<file path="config.mk">
export PLATFORM = sky130hd
export DESIGN_NAME = codebook_letter_codec
export DESIGN_NICKNAME = d
export VERILOG_FILES = /design/src/design/cbl_pkg.sv /design/src/design/cbl_cell.sv /design/src/design/codebook_letter_codec.sv
export VERILOG_INCLUDE_DIRS = /design/src /design/src/design
export SDC_FILE = /design/constraint.sdc
export NUM_CORES = 2
export LEC_CHECK = 0
export BUFFER_PORTS_ARGS = -buffer_cell sky130_fd_sc_hd__buf_2
export CAP_MARGIN = 20
export CORE_UTILIZATION = 35
export DETAILED_ROUTE_END_ITERATION = 16
export GPL_TIMING_DRIVEN = 0
export SLEW_MARGIN = 25
export SYNTH_ARGS = -nofsm -noshare
export SYNTH_HDL_FRONTEND = slang
export SYNTH_SLANG_ARGS = --single-unit
</file>
<file path="constraint.sdc">
create_clock -name aclk -period 6.7 [get_ports aclk]
set_input_delay 0.67 -clock aclk [delete_from_list [all_inputs] [get_ports aclk]]
set_output_delay 0.67 -clock aclk [all_outputs]
set_load 0.03 [all_outputs]
</file>
<file path="src/design/codebook_letter_codec_macros.svh">
// ----------------------------------------------------------------------------
// Codebook letter codec assertion macros
// Shared concurrent check forms, clocked on aclk, held off during reset.
// ----------------------------------------------------------------------------
`ifndef CODEBOOK_LETTER_CODEC_MACROS_SVH
`define CODEBOOK_LETTER_CODEC_MACROS_SVH

// same-cycle implication
`define CBL_ASSERT_NOW(name, rstn, ante, cons) \
    name: assert property (@(posedge aclk) disable iff (!(rstn)) (ante) |-> (cons)) \
        else $error("cbl same-cycle check failed");

// next-cycle implication
`define CBL_ASSERT_NXT(name, rstn, ante, cons) \
    name: assert property (@(posedge aclk) disable iff (!(rstn)) (ante) |=> (cons)) \
        else $error("cbl next-cycle check failed");

`endif

</file>
<file path="src/design/cbl_pkg.sv">
// ----------------------------------------------------------------------------
// Codebook letter codec package
// Field widths, operation and register codes, character constants, token type.
// ----------------------------------------------------------------------------
package cbl_pkg;

    localparam int DEF_TABLE_ENTRIES    = 32;
    localparam int DEF_MAX_CODE_LETTERS = 10;

    localparam int CHAR_W    = 8;
    localparam int LETTER_W  = 5;
    localparam int IDX_W     = 5;
    localparam int ELEN_W    = 4;
    localparam int ECODE_W   = 50;
    localparam int OP_W      = 2;
    localparam int EIU_W     = 6;
    localparam int S_TDATA_W = 72;
    localparam int M_TUSER_W = 2;

    localparam logic [OP_W-1:0] OP_CHAR = 2'd0;
    localparam logic [OP_W-1:0] OP_LOAD = 2'd1;
    localparam logic [OP_W-1:0] OP_END  = 2'd2;

    localparam int CFG_IDX_W  = 2;
    localparam int CFG_DATA_W = 6;
    localparam logic [CFG_IDX_W-1:0] CFG_DIRECTION = 2'd0;
    localparam logic [CFG_IDX_W-1:0] CFG_ENTRIES   = 2'd1;

    localparam int CHAR_A_LO   = 97;
    localparam int CHAR_Z_LO   = 122;
    localparam int CHAR_A_UP   = 65;
    localparam int CHAR_Z_UP   = 90;
    localparam int CASE_OFFSET = 32;

    // search token control travelling down the cell row
    typedef struct packed {
        logic valid;
        logic found;
    } cbl_tok_t;

endpackage

</file>
<file path="src/design/cbl_cell.sv">
// ----------------------------------------------------------------------------
// Codebook cell
// Holds one codebook entry and checks the passing search token against it.
// ----------------------------------------------------------------------------
module cbl_cell #(
    parameter int CELL_IDX         = 0,
    parameter int MAX_CODE_LETTERS = cbl_pkg::DEF_MAX_CODE_LETTERS
) (
    input  logic                                          aclk,
    input  logic                                          aresetn,
    // entry load broadcast
    input  logic                                          load_en,
    input  logic [cbl_pkg::IDX_W-1:0]                     load_idx,
    input  logic [cbl_pkg::LETTER_W-1:0]                  load_letter,
    input  logic [$clog2(MAX_CODE_LETTERS+1)-1:0]         load_len,
    input  logic [cbl_pkg::LETTER_W*MAX_CODE_LETTERS-1:0] load_code,
    // search key broadcast
    input  logic                                          key_decode,
    input  logic [cbl_pkg::LETTER_W-1:0]                  key_letter,
    input  logic [$clog2(MAX_CODE_LETTERS+1)-1:0]         key_len,
    input  logic [cbl_pkg::LETTER_W*MAX_CODE_LETTERS-1:0] key_code,
    input  logic [cbl_pkg::EIU_W-1:0]                     entries_in_use,
    // token from the left neighbor
    input  cbl_pkg::cbl_tok_t                             tok_in,
    input  logic [cbl_pkg::LETTER_W-1:0]                  res_letter_in,
    input  logic [$clog2(MAX_CODE_LETTERS+1)-1:0]         res_len_in,
    input  logic [cbl_pkg::LETTER_W*MAX_CODE_LETTERS-1:0] res_code_in,
    // token to the right neighbor
    output cbl_pkg::cbl_tok_t                             tok_out,
    output logic [cbl_pkg::LETTER_W-1:0]                  res_letter_out,
    output logic [$clog2(MAX_CODE_LETTERS+1)-1:0]         res_len_out,
    output logic [cbl_pkg::LETTER_W*MAX_CODE_LETTERS-1:0] res_code_out
);
    import cbl_pkg::*;

    localparam int KEY_W = LETTER_W * MAX_CODE_LETTERS;
    localparam int LEN_W = $clog2(MAX_CODE_LETTERS + 1);

    logic [LETTER_W-1:0] letter_reg;
    logic [LEN_W-1:0]    len_reg;
    logic [KEY_W-1:0]    code_reg;

    cbl_tok_t            tok_reg;
    logic [LETTER_W-1:0] res_letter_reg;
    logic [LEN_W-1:0]    res_len_reg;
    logic [KEY_W-1:0]    res_code_reg;

    logic in_use;
    logic hit;
    logic take;

    assign in_use = (7'(CELL_IDX) < {1'b0, entries_in_use});
    // codes are stored masked to their length, so a decode match is plain equality
    assign hit    = in_use && (key_decode ? ((len_reg == key_len) && (code_reg == key_code))
                                          : (letter_reg == key_letter));
    assign take   = tok_in.valid && !tok_in.found && hit;

    always_ff @(posedge aclk) begin
        if (load_en && ({1'b0, load_idx} == 6'(CELL_IDX))) begin
            letter_reg <= load_letter;
            len_reg    <= load_len;
            code_reg   <= load_code;
        end
    end

    always_ff @(posedge aclk) begin
        if (!aresetn) begin
            tok_reg <= '0;
        end else begin
            tok_reg.valid <= tok_in.valid;
            tok_reg.found <= tok_in.found || take;
        end
    end

    always_ff @(posedge aclk) begin
        if (take) begin
            res_letter_reg <= letter_reg;
            res_len_reg    <= len_reg;
            res_code_reg   <= code_reg;
        end else begin
            res_letter_reg <= res_letter_in;
            res_len_reg    <= res_len_in;
            res_code_reg   <= res_code_in;
        end
    end

    assign tok_out        = tok_reg;
    assign res_letter_out = res_letter_reg;
    assign res_len_out    = res_len_reg;
    assign res_code_out   = res_code_reg;

endmodule

</file>
<file path="src/design/codebook_letter_codec.sv">
// Timing: loads, end of message, pass-through and rejecting letters register their result
//   at the accepting edge; a searching letter launches a token that walks the cell row, one
//   cell per cycle, then its results leave through the emit state, one per cycle unless stalled.
// Throughput: one request at a time; non-searching requests every cycle while the output is
//   not stalled, a searching letter only after its search and its results are done.
// Reset: sync active-low aresetn clears mode, count, partial code, reject flag, handshake.
// ----------------------------------------------------------------------------
// Codebook letter codec
// Letter substitution with a loaded codebook of variable length codes,
// built as a row of entry cells that a search token walks through.
// ----------------------------------------------------------------------------
`include "codebook_letter_codec_macros.svh"

module codebook_letter_codec #(
    parameter int TABLE_ENTRIES    = cbl_pkg::DEF_TABLE_ENTRIES,
    parameter int MAX_CODE_LETTERS = cbl_pkg::DEF_MAX_CODE_LETTERS
) (
    input  logic                             aclk,
    input  logic                             aresetn,
    // input request channel
    input  logic                             s_tvalid,
    output logic                             s_tready,
    // [7:0] char_in, [12:8] entry_index, [17:13] entry_letter,
    // [21:18] entry_code_length, [71:22] entry_code
    input  logic [cbl_pkg::S_TDATA_W-1:0]    s_tdata,
    // [1:0] operation
    input  logic [cbl_pkg::OP_W-1:0]         s_tuser,
    // result channel
    output logic                             m_tvalid,
    input  logic                             m_tready,
    // [7:0] char_out
    output logic [cbl_pkg::CHAR_W-1:0]       m_tdata,
    // [0] char_valid, [1] bad_message
    output logic [cbl_pkg::M_TUSER_W-1:0]    m_tuser,
    // last_of_run
    output logic                             m_tlast,
    // configuration write channel
    input  logic                             cfg_valid,
    output logic                             cfg_ready,
    input  logic [cbl_pkg::CFG_IDX_W-1:0]    cfg_index,
    input  logic [cbl_pkg::CFG_DATA_W-1:0]   cfg_data
);
    import cbl_pkg::*;

    localparam int KEY_W = LETTER_W * MAX_CODE_LETTERS;
    localparam int LEN_W = $clog2(MAX_CODE_LETTERS + 1);

    localparam logic [1:0] ST_IDLE   = 2'd0;
    localparam logic [1:0] ST_SEARCH = 2'd1;
    localparam logic [1:0] ST_EMIT   = 2'd2;

    // ---------------- input field split ----------------
    logic [CHAR_W-1:0]   in_char;
    logic [IDX_W-1:0]    in_idx;
    logic [LETTER_W-1:0] in_letter;
    logic [ELEN_W-1:0]   in_len;
    logic [ECODE_W-1:0]  in_code;

    assign in_char   = s_tdata[7:0];
    assign in_idx    = s_tdata[12:8];
    assign in_letter = s_tdata[17:13];
    assign in_len    = s_tdata[21:18];
    assign in_code   = s_tdata[71:22];

    // ---------------- registers ----------------
    logic [1:0]          state_reg, state_next;
    logic                mode_reg;
    logic [EIU_W-1:0]    eiu_reg;
    logic [KEY_W-1:0]    partial_code_reg, partial_code_next;
    logic [LEN_W-1:0]    partial_len_reg, partial_len_next;
    logic                rejected_reg, rejected_next;
    logic                launch_reg, launch_next;
    logic [CHAR_W-1:0]   char_reg, char_next;

    logic                emit_lit_reg, emit_lit_next;
    logic [CHAR_W-1:0]   emit_char_reg, emit_char_next;
    logic [KEY_W-1:0]    emit_code_reg, emit_code_next;
    logic [LEN_W-1:0]    emit_cnt_reg, emit_cnt_next;

    logic                m_tvalid_reg, m_tvalid_next;
    logic [CHAR_W-1:0]   m_char_reg, m_char_next;
    logic                m_cvalid_reg, m_cvalid_next;
    logic                m_last_reg, m_last_next;
    logic                m_bad_reg, m_bad_next;

    // ---------------- config port ----------------
    assign cfg_ready = 1'b1;

    always_ff @(posedge aclk) begin
        if (!aresetn) begin
            mode_reg <= 1'b0;
            eiu_reg  <= '0;
        end else if (cfg_valid) begin
            if (cfg_index == CFG_DIRECTION) begin
                mode_reg <= cfg_data[0];
            end else if (cfg_index == CFG_ENTRIES) begin
                eiu_reg <= cfg_data;
            end
        end
    end

    // ---------------- load formatting ----------------
    // length saturates to the code capacity, code is widened/trimmed and masked
    logic [KEY_W-1:0] code_ext;
    logic [KEY_W-1:0] load_code;
    logic [LEN_W-1:0] load_len;

    for (genvar g = 0; g < KEY_W; g++) begin : g_code_ext
        if (g < ECODE_W) begin : g_bit
            assign code_ext[g] = in_code[g];
        end else begin : g_zero
            assign code_ext[g] = 1'b0;
        end
    end

    assign load_len = (in_len > 4'(MAX_CODE_LETTERS)) ? LEN_W'(MAX_CODE_LETTERS)
                                                      : LEN_W'(in_len);

    always_comb begin
        for (int j = 0; j < MAX_CODE_LETTERS; j++) begin
            load_code[j*LETTER_W +: LETTER_W] =
                (LEN_W'(j) < load_len) ? code_ext[j*LETTER_W +: LETTER_W] : '0;
        end
    end

    // ---------------- cell row ----------------
    cbl_tok_t            tok     [TABLE_ENTRIES+1];
    logic [LETTER_W-1:0] tok_let [TABLE_ENTRIES+1];
    logic [LEN_W-1:0]    tok_len [TABLE_ENTRIES+1];
    logic [KEY_W-1:0]    tok_code[TABLE_ENTRIES+1];

    logic                s_accept;
    logic                load_en;
    logic [LETTER_W-1:0] key_letter;

    assign s_accept   = s_tvalid && s_tready;
    assign load_en    = s_accept && (s_tuser == OP_LOAD);
    assign key_letter = LETTER_W'(char_reg - CHAR_W'(CHAR_A_LO));

    assign tok[0].valid = launch_reg;
    assign tok[0].found = 1'b0;
    assign tok_let[0]   = '0;
    assign tok_len[0]   = '0;
    assign tok_code[0]  = '0;

    for (genvar c = 0; c < TABLE_ENTRIES; c++) begin : g_cell
        cbl_cell #(
            .CELL_IDX         (c),
            .MAX_CODE_LETTERS (MAX_CODE_LETTERS)
        ) u_cell (
            .aclk           (aclk),
            .aresetn        (aresetn),
            .load_en        (load_en),
            .load_idx       (in_idx),
            .load_letter    (in_letter),
            .load_len       (load_len),
            .load_code      (load_code),
            .key_decode     (mode_reg),
            .key_letter     (key_letter),
            .key_len        (partial_len_reg),
            .key_code       (partial_code_reg),
            .entries_in_use (eiu_reg),
            .tok_in         (tok[c]),
            .res_letter_in  (tok_let[c]),
            .res_len_in     (tok_len[c]),
            .res_code_in    (tok_code[c]),
            .tok_out        (tok[c+1]),
            .res_letter_out (tok_let[c+1]),
            .res_len_out    (tok_len[c+1]),
            .res_code_out   (tok_code[c+1])
        );
    end

    cbl_tok_t tail;
    assign tail = tok[TABLE_ENTRIES];

    // ---------------- character classification ----------------
    logic              is_upper;
    logic [CHAR_W-1:0] ch_fold;
    logic              is_letter;
    logic [KEY_W-1:0]  partial_ins;

    assign is_upper  = (in_char >= 8'(CHAR_A_UP)) && (in_char <= 8'(CHAR_Z_UP));
    assign ch_fold   = is_upper ? (in_char + 8'(CASE_OFFSET)) : in_char;
    assign is_letter = (ch_fold >= 8'(CHAR_A_LO)) && (ch_fold <= 8'(CHAR_Z_LO));

    // new letter dropped into the slot after the pending ones
    always_comb begin
        for (int j = 0; j < MAX_CODE_LETTERS; j++) begin
            partial_ins[j*LETTER_W +: LETTER_W] =
                (LEN_W'(j) == partial_len_reg) ? LETTER_W'(ch_fold - 8'(CHAR_A_LO))
                                               : partial_code_reg[j*LETTER_W +: LETTER_W];
        end
    end

    logic out_free;
    assign out_free = !m_tvalid_reg || m_tready;
    assign s_tready = (state_reg == ST_IDLE) && out_free;

    // ---------------- control ----------------
    always_comb begin
        state_next        = state_reg;
        partial_code_next = partial_code_reg;
        partial_len_next  = partial_len_reg;
        rejected_next     = rejected_reg;
        launch_next       = 1'b0;
        char_next         = char_reg;
        emit_lit_next     = emit_lit_reg;
        emit_char_next    = emit_char_reg;
        emit_code_next    = emit_code_reg;
        emit_cnt_next     = emit_cnt_reg;

        m_tvalid_next = m_tvalid_reg && !m_tready;
        m_char_next   = m_char_reg;
        m_cvalid_next = m_cvalid_reg;
        m_last_next   = m_last_reg;
        m_bad_next    = m_bad_reg;

        unique case (state_reg)
            ST_IDLE: begin
                if (s_accept) begin
                    if (s_tuser == OP_END) begin
                        m_tvalid_next     = 1'b1;
                        m_char_next       = '0;
                        m_cvalid_next     = 1'b0;
                        m_last_next       = 1'b1;
                        m_bad_next        = rejected_reg ||
                                            (mode_reg && (partial_len_reg != '0));
                        partial_code_next = '0;
                        partial_len_next  = '0;
                        rejected_next     = 1'b0;
                    end else if ((s_tuser == OP_CHAR) && !rejected_reg) begin
                        char_next = ch_fold;
                        if (!is_letter) begin
                            // pass-through in either mode
                            m_tvalid_next = 1'b1;
                            m_char_next   = ch_fold;
                            m_cvalid_next = 1'b1;
                            m_last_next   = 1'b1;
                            m_bad_next    = 1'b0;
                        end else if (!mode_reg) begin
                            launch_next = 1'b1;
                            state_next  = ST_SEARCH;
                        end else if (partial_len_reg >= LEN_W'(MAX_CODE_LETTERS)) begin
                            // code too long: reject rest of message
                            rejected_next     = 1'b1;
                            partial_code_next = '0;
                            partial_len_next  = '0;
                            m_tvalid_next     = 1'b1;
                            m_char_next       = '0;
                            m_cvalid_next     = 1'b0;
                            m_last_next       = 1'b1;
                            m_bad_next        = 1'b1;
                        end else begin
                            partial_code_next = partial_ins;
                            partial_len_next  = partial_len_reg + 1'b1;
                            launch_next       = 1'b1;
                            state_next        = ST_SEARCH;
                        end
                    end
                end
            end
            ST_SEARCH: begin
                if (tail.valid) begin
                    if (mode_reg) begin
                        if (tail.found) begin
                            partial_code_next = '0;
                            partial_len_next  = '0;
                            emit_lit_next     = 1'b1;
                            emit_char_next    = 8'(CHAR_A_LO) + CHAR_W'(tok_let[TABLE_ENTRIES]);
                            state_next        = ST_EMIT;
                        end else begin
                            state_next = ST_IDLE;
                        end
                    end else if (tail.found) begin
                        emit_lit_next  = 1'b0;
                        emit_code_next = tok_code[TABLE_ENTRIES];
                        emit_cnt_next  = tok_len[TABLE_ENTRIES];
                        // empty code emits nothing
                        state_next     = (tok_len[TABLE_ENTRIES] == '0) ? ST_IDLE : ST_EMIT;
                    end else begin
                        emit_lit_next  = 1'b1;
                        emit_char_next = char_reg;
                        state_next     = ST_EMIT;
                    end
                end
            end
            ST_EMIT: begin
                if (out_free) begin
                    m_tvalid_next = 1'b1;
                    m_cvalid_next = 1'b1;
                    m_bad_next    = 1'b0;
                    if (emit_lit_reg) begin
                        m_char_next = emit_char_reg;
                        m_last_next = 1'b1;
                        state_next  = ST_IDLE;
                    end else begin
                        m_char_next    = 8'(CHAR_A_LO) + CHAR_W'(emit_code_reg[LETTER_W-1:0]);
                        m_last_next    = (emit_cnt_reg == LEN_W'(1));
                        emit_code_next = emit_code_reg >> LETTER_W;
                        emit_cnt_next  = emit_cnt_reg - 1'b1;
                        if (emit_cnt_reg == LEN_W'(1)) begin
                            state_next = ST_IDLE;
                        end
                    end
                end
            end
            default: begin
                state_next = ST_IDLE;
            end
        endcase
    end

    always_ff @(posedge aclk) begin
        if (!aresetn) begin
            state_reg        <= ST_IDLE;
            partial_code_reg <= '0;
            partial_len_reg  <= '0;
            rejected_reg     <= 1'b0;
            launch_reg       <= 1'b0;
            m_tvalid_reg     <= 1'b0;
        end else begin
            state_reg        <= state_next;
            partial_code_reg <= partial_code_next;
            partial_len_reg  <= partial_len_next;
            rejected_reg     <= rejected_next;
            launch_reg       <= launch_next;
            m_tvalid_reg     <= m_tvalid_next;
        end
    end

    // payload, no reset
    always_ff @(posedge aclk) begin
        char_reg      <= char_next;
        emit_lit_reg  <= emit_lit_next;
        emit_char_reg <= emit_char_next;
        emit_code_reg <= emit_code_next;
        emit_cnt_reg  <= emit_cnt_next;
        m_char_reg    <= m_char_next;
        m_cvalid_reg  <= m_cvalid_next;
        m_last_reg    <= m_last_next;
        m_bad_reg     <= m_bad_next;
    end

    assign m_tvalid = m_tvalid_reg;
    assign m_tdata  = m_char_reg;
    assign m_tuser  = {m_bad_reg, m_cvalid_reg};
    assign m_tlast  = m_last_reg;

    // ---------------- checks ----------------
    `CBL_ASSERT_NOW(a_tail_in_search, aresetn, tail.valid, state_reg == ST_SEARCH)
    `CBL_ASSERT_NXT(a_launch_holds_search, aresetn, launch_reg, state_reg == ST_SEARCH)
    `CBL_ASSERT_NOW(a_partial_bound, aresetn, 1'b1, partial_len_reg <= LEN_W'(MAX_CODE_LETTERS))
    `CBL_ASSERT_NOW(a_reject_clears, aresetn, rejected_reg, partial_len_reg == '0)
    `CBL_ASSERT_NOW(a_emit_count, aresetn, (state_reg == ST_EMIT) && !emit_lit_reg, emit_cnt_reg != '0)

endmodule
</file>
==> flow_summary.html <==
<table>
<tr><th>Metric</th><th>Value</th></tr>
<tr><th colspan="2">Outcome</th></tr>
<tr><td>Result of the run</td><td>finished, violations left</td></tr>
<tr><td>Violated checks</td><td>setup timing</td></tr>
<tr><th colspan="2">Cells and area</th></tr>
<tr><td>Share of the core filled with cells</td><td>42.0%</td></tr>
<tr><td>Fraction of final layout cells with drive strength greater than 1</td><td>about 29%</td></tr>
<tr><td>Post-route insts no fill</td><td>~17,000</td></tr>
<tr><td>Nets</td><td>approximately 11,000</td></tr>
<tr><td>Area delta synth-&gt;final</td><td>19.1%</td></tr>
<tr><td>Cell area after layout</td><td>approximately 180,000 sq um</td></tr>
<tr><td>Count of filler cells inserted in the layout</td><td>between 30,000 and 40,000</td></tr>
<tr><th colspan="2">Worst setup path</th></tr>
<tr><td>Largest fanout on the critical path</td><td>10</td></tr>
<tr><td>Critical-path cell list</td><td>buf_2, buf_2, buf_4, inv_1, ha_1, xor2_2, buf_4, xor2_1, nor4b_2, buf_4, nand4_1, o21ai_1, buf_2, mux2_2</td></tr>
<tr><td>Critical Path Max Stage Delay</td><td>0.73 ns</td></tr>
<tr><td>Number of buffers and inverters on the critical path</td><td>7</td></tr>
<tr><td>Launching element type of the critical path</td><td>flop</td></tr>
<tr><td>Critical path data arrival time</td><td>between 7 and 8 ns</td></tr>
<tr><td>Path type of the worst setup path</td><td>reg -&gt; reg</td></tr>
<tr><td>Slowest cell on the critical path</td><td>xor2_2</td></tr>
<tr><td>Setup crit end kind</td><td>flop</td></tr>
<tr><td>Cell class contributing the biggest share of worst-path delay</td><td>buffers and inverters</td></tr>
<tr><td>Req. time, crit path</td><td>between 7 and 8 ns</td></tr>
<tr><th colspan="2">Place</th></tr>
<tr><td>Post-DP HPWL</td><td>~550,000 um</td></tr>
<tr><td>Worst slack, placed</td><td>approximately 0.13 ns</td></tr>
<tr><td>Cell Area, Placed</td><td>around 160,000 sq um</td></tr>
<tr><td>Cells after DPL</td><td>~16,000</td></tr>
<tr><td>Routability Congestion</td><td>1.01</td></tr>
<tr><td>Buffers added on ports</td><td>97</td></tr>
<tr><th colspan="2">Timing</th></tr>
<tr><td>Unrepaired setup endpoints after global routing</td><td>no</td></tr>
<tr><td>Worst hold slack after final layout</td><td>around 0.045 ns</td></tr>
<tr><td>Final setup vio count</td><td>39</td></tr>
<tr><td>Worst Skew</td><td>about 0.056 ns</td></tr>
<tr><td>Minimum clock period</td><td>around 6.9 ns</td></tr>
<tr><td>Slew Limit Fails</td><td>0</td></tr>
<tr><td>Period utilisation layout</td><td>103%</td></tr>
<tr><td>Least-Margin Pin Slew</td><td>between 1 and 1.5 ns</td></tr>
<tr><td>Final setup slack of the worst path</td><td>-0.222 ns</td></tr>
<tr><td>Number of failing hold endpoints at the final stage</td><td>0</td></tr>
<tr><td>Achievable Freq</td><td>~0.14 GHz</td></tr>
<tr><td>Aggregate negative setup slack</td><td>-4.34 ns</td></tr>
<tr><td>Relative slew slack</td><td>between 10% and 20%</td></tr>
<tr><th colspan="2">Pwr</th></tr>
<tr><td>Leakage</td><td>64.9 nW</td></tr>
<tr><td>Switching share of total power</td><td>between 20 and 25%</td></tr>
<tr><td>Peak supply drop</td><td>0.214 mV</td></tr>
<tr><td>Areal power density over the cells</td><td>slightly below 300 nW/um^2</td></tr>
<tr><td>Clock network fraction of design power</td><td>between 40% and 50%</td></tr>
<tr><td>Final total power</td><td>just over 50 mW</td></tr>
<tr><td>Sequential fraction of design power</td><td>just under 50%</td></tr>
<tr><td>Pint</td><td>between 40 and 50 mW</td></tr>
<tr><td>Fraction of power consumed by combinational cells</td><td>2.9%</td></tr>
<tr><td>Sw Pwr</td><td>between 10 and 15 mW</td></tr>
<tr><th colspan="2">Synthesis</th></tr>
<tr><td>Seq cells post-synth</td><td>3,988</td></tr>
<tr><td>Most used standard cell by instance count after synthesis</td><td>dfxtp_1</td></tr>
<tr><td>Count of mapped cells out of synthesis</td><td>approximately 9,800</td></tr>
<tr><td>Synth cell types</td><td>79</td></tr>
<tr><td>Synthesized cell area</td><td>about 150,000 sq um</td></tr>
<tr><td>Number of enable flip-flop cells after synthesis</td><td>~2,000</td></tr>
<tr><td>Commonest cells in the synthesized netlist</td><td>2,018 x dfxtp_1, 1,970 x edfxtp_1, 1,529 x mux2_2</td></tr>
<tr><td>Top cells by area, synth</td><td>edfxtp_1 40%, dfxtp_1 27%, mux2_2 12%</td></tr>
<tr><td>Cell accounting for the most synthesized area</td><td>edfxtp_1</td></tr>
<tr><td>Mean area per synthesized cell</td><td>about 15 sq um</td></tr>
<tr><td>Fraction of synthesis flops using an asynchronous set or reset pin</td><td>0%</td></tr>
<tr><td>Number of synthesis warnings</td><td>0</td></tr>
<tr><td>Top flip-flop cell by instance count after synthesis</td><td>dfxtp_1</td></tr>
<tr><td>Share of the yosys chip area belonging to registers</td><td>67.0%</td></tr>
<tr><td>Proportion of netlist area held by the largest area contributor</td><td>~40%</td></tr>
<tr><td>Total nets after synthesis</td><td>slightly below 10,000</td></tr>
<tr><th colspan="2">Route</th></tr>
<tr><td>Drt drc</td><td>0</td></tr>
<tr><td>Total wire length</td><td>between 700,000 and 800,000 um</td></tr>
<tr><td>Initial DRC count</td><td>~16,000</td></tr>
<tr><td>WL/cell</td><td>44.4 um</td></tr>
<tr><td>Mean number of vias per cell</td><td>5.69</td></tr>
<tr><td>Remaining antenna violation count</td><td>0</td></tr>
<tr><td>Vias</td><td>94,600</td></tr>
<tr><td>First drt pass iteration count</td><td>6</td></tr>
<tr><th colspan="2">Clock tree</th></tr>
<tr><td>Root buffer selected by CTS</td><td>clkbuf_16</td></tr>
<tr><td>Hold Buf Count CTS</td><td>11</td></tr>
<tr><td>Clock insertion delay at the later pin of the skew report</td><td>slightly above 1 ns</td></tr>
<tr><td>H-tree level count</td><td>5</td></tr>
<tr><td>Post-CTS resize count</td><td>0</td></tr>
<tr><td>Clock transition at the registers of the reported paths</td><td>about 0.060 ns</td></tr>
<tr><td>Number of sinks on the clock net</td><td>around 4,000</td></tr>
<tr><td>Post-CTS setup buffers</td><td>0</td></tr>
<tr><td>Number of buffers created by CTS</td><td>just over 400</td></tr>
<tr><td>TritonCTS clock tree</td><td>done</td></tr>
<tr><td>Clk buf depth</td><td>4</td></tr>
<tr><th colspan="2">Global route</th></tr>
<tr><td>Global-route wire length before repair</td><td>a little over 900,000 um</td></tr>
<tr><td>Busiest grt layer</td><td>met2</td></tr>
<tr><td>Number of antenna violations at the first check in global routing</td><td>just over 80</td></tr>
<tr><td>Fraction of met2 tracks used by global routing</td><td>approximately half</td></tr>
<tr><td>Largest net degree at the start of global routing</td><td>33</td></tr>
<tr><td>Met3 layer usage reported by global route</td><td>about a tenth</td></tr>
<tr><td>Total congestion overflow after global routing</td><td>0</td></tr>
<tr><td>Global routing usage on met1</td><td>between 40% and 50%</td></tr>
<tr><td>Via count of the first global-routing pass</td><td>around 90,000</td></tr>
<tr><td>Overall Global Routing Usage</td><td>about a third</td></tr>
<tr><th colspan="2">Flow run</th></tr>
<tr><td>Number of max-cap violations</td><td>0</td></tr>
<tr><th colspan="2">Floorplan</th></tr>
<tr><td>Die Span X</td><td>654 um</td></tr>
<tr><td>Full die area</td><td>427,000 sq um</td></tr>
<tr><td>Area of the core</td><td>around 420,000 sq um</td></tr>
<tr><td>Effective utilization at floorplan</td><td>35.3%</td></tr>
<tr><td>Number of primary I/O pins</td><td>101</td></tr>
<tr><td>Die H</td><td>~650 um</td></tr>
<tr><td>Number of rows created at floorplan</td><td>238</td></tr>
<tr><th colspan="2">Worst hold path</th></tr>
<tr><td>Class of the most critical hold timing path</td><td>in -&gt; reg</td></tr>
</table>
-- power groups by stage --
stage               sequential (mW)  clock, mW  combinational [mW]
CTS                            25.6       24.5                1.44
finish                         25.6       24.5                1.50
detailed placement             26.2          0                1.43
floorplan                      26.2          0               0.364
global placement               26.2          0                1.18
global route                   25.6       25.4                1.44
-- area by class of cell --
type	instances	area, sq um	area share [%]
multi-input combinational	5265	47200	26.7
buffer	508	2730	1.54
timing repair buffer	361	5950	3.36
tap	5640	7060	3.98
inverter	52	195	0.110
clock buffer	595	12100	6.84
antenna	32	80.1	0.0452
clock inverter	183	2200	1.24
sequential	3988	99600	56.2
-- metal layers --
metal	wire length, um	share of wire (%)	vias up
li1	-	-	36700
met1	275000	37	49300
met2	322000	44	6895
met3	84100	11	1608
met4	55900	7.6	22
met5	264	0.036	-
-- final timing paths --
check,depth (start not counted),end,slack (ns),startpoint
worst max-delay path,14,g_cell[14].u_cell.res_letter_out[0],-0.22,char_reg[0]
worst min-delay path,4,mode_reg,0.05,cfg_index[1]
worst max register to register,14,g_cell[14].u_cell.res_letter_out[0],-0.22,char_reg[0]
worst min register to register,1,g_cell[30].u_cell.res_code_out[48],0.41,g_cell[29].u_cell.res_code_out[48]
-- kinds of logic after synthesis --
group                      synth area share [%]
DFF                                        67.0
muxes                                      14.3
xor gates and xnor gates                   11.0
and+or+nand+nor                            4.65
buffers and inverters                      1.79
AOI/OAI and AO/OA                          1.18
adders and majority gates                 0.118
other                                   0.00252
-- cell usage in the layout, fill, tap and decap left out, types with 31 or more instances in the layout --
cell type	instances
mux2_1	300
bufinv_16	43
buf_4	97
clkinv_2	80
clkbuf_1	148
mux2_2	1529
clkbuf_16	428
nor4_1	185
a21oi_1	43
buf_2	408
buf_12	169
buf_16	63
inv_1	52
and2_1	93
nand2_1	245
diode_2	32
clkbuf_2	31
mux2i_1	60
dfxtp_1	2018
clkbuf_8	78
edfxtp_1	1970
o21a_1	32
xor2_1	425
nor2_1	63
nand3_1	50
nor2b_4	37
nand4_1	389
nor2_4	32
xnor2_1	1442
-- worst register-to-register path: stages, from the launching register on --
cell	delay, ns
edfxtp_1	0.33
buf_2	0.38
buf_2	0.51
buf_4	0.40
inv_1	0.10
ha_1	0.31
xor2_2	0.73
buf_4	0.44
xor2_1	0.44
nor4b_2	0.43
buf_4	0.27
nand4_1	0.74
o21ai_1	0.71
buf_2	0.58
mux2_2	0.44
(Power assumes the default switching activity.)
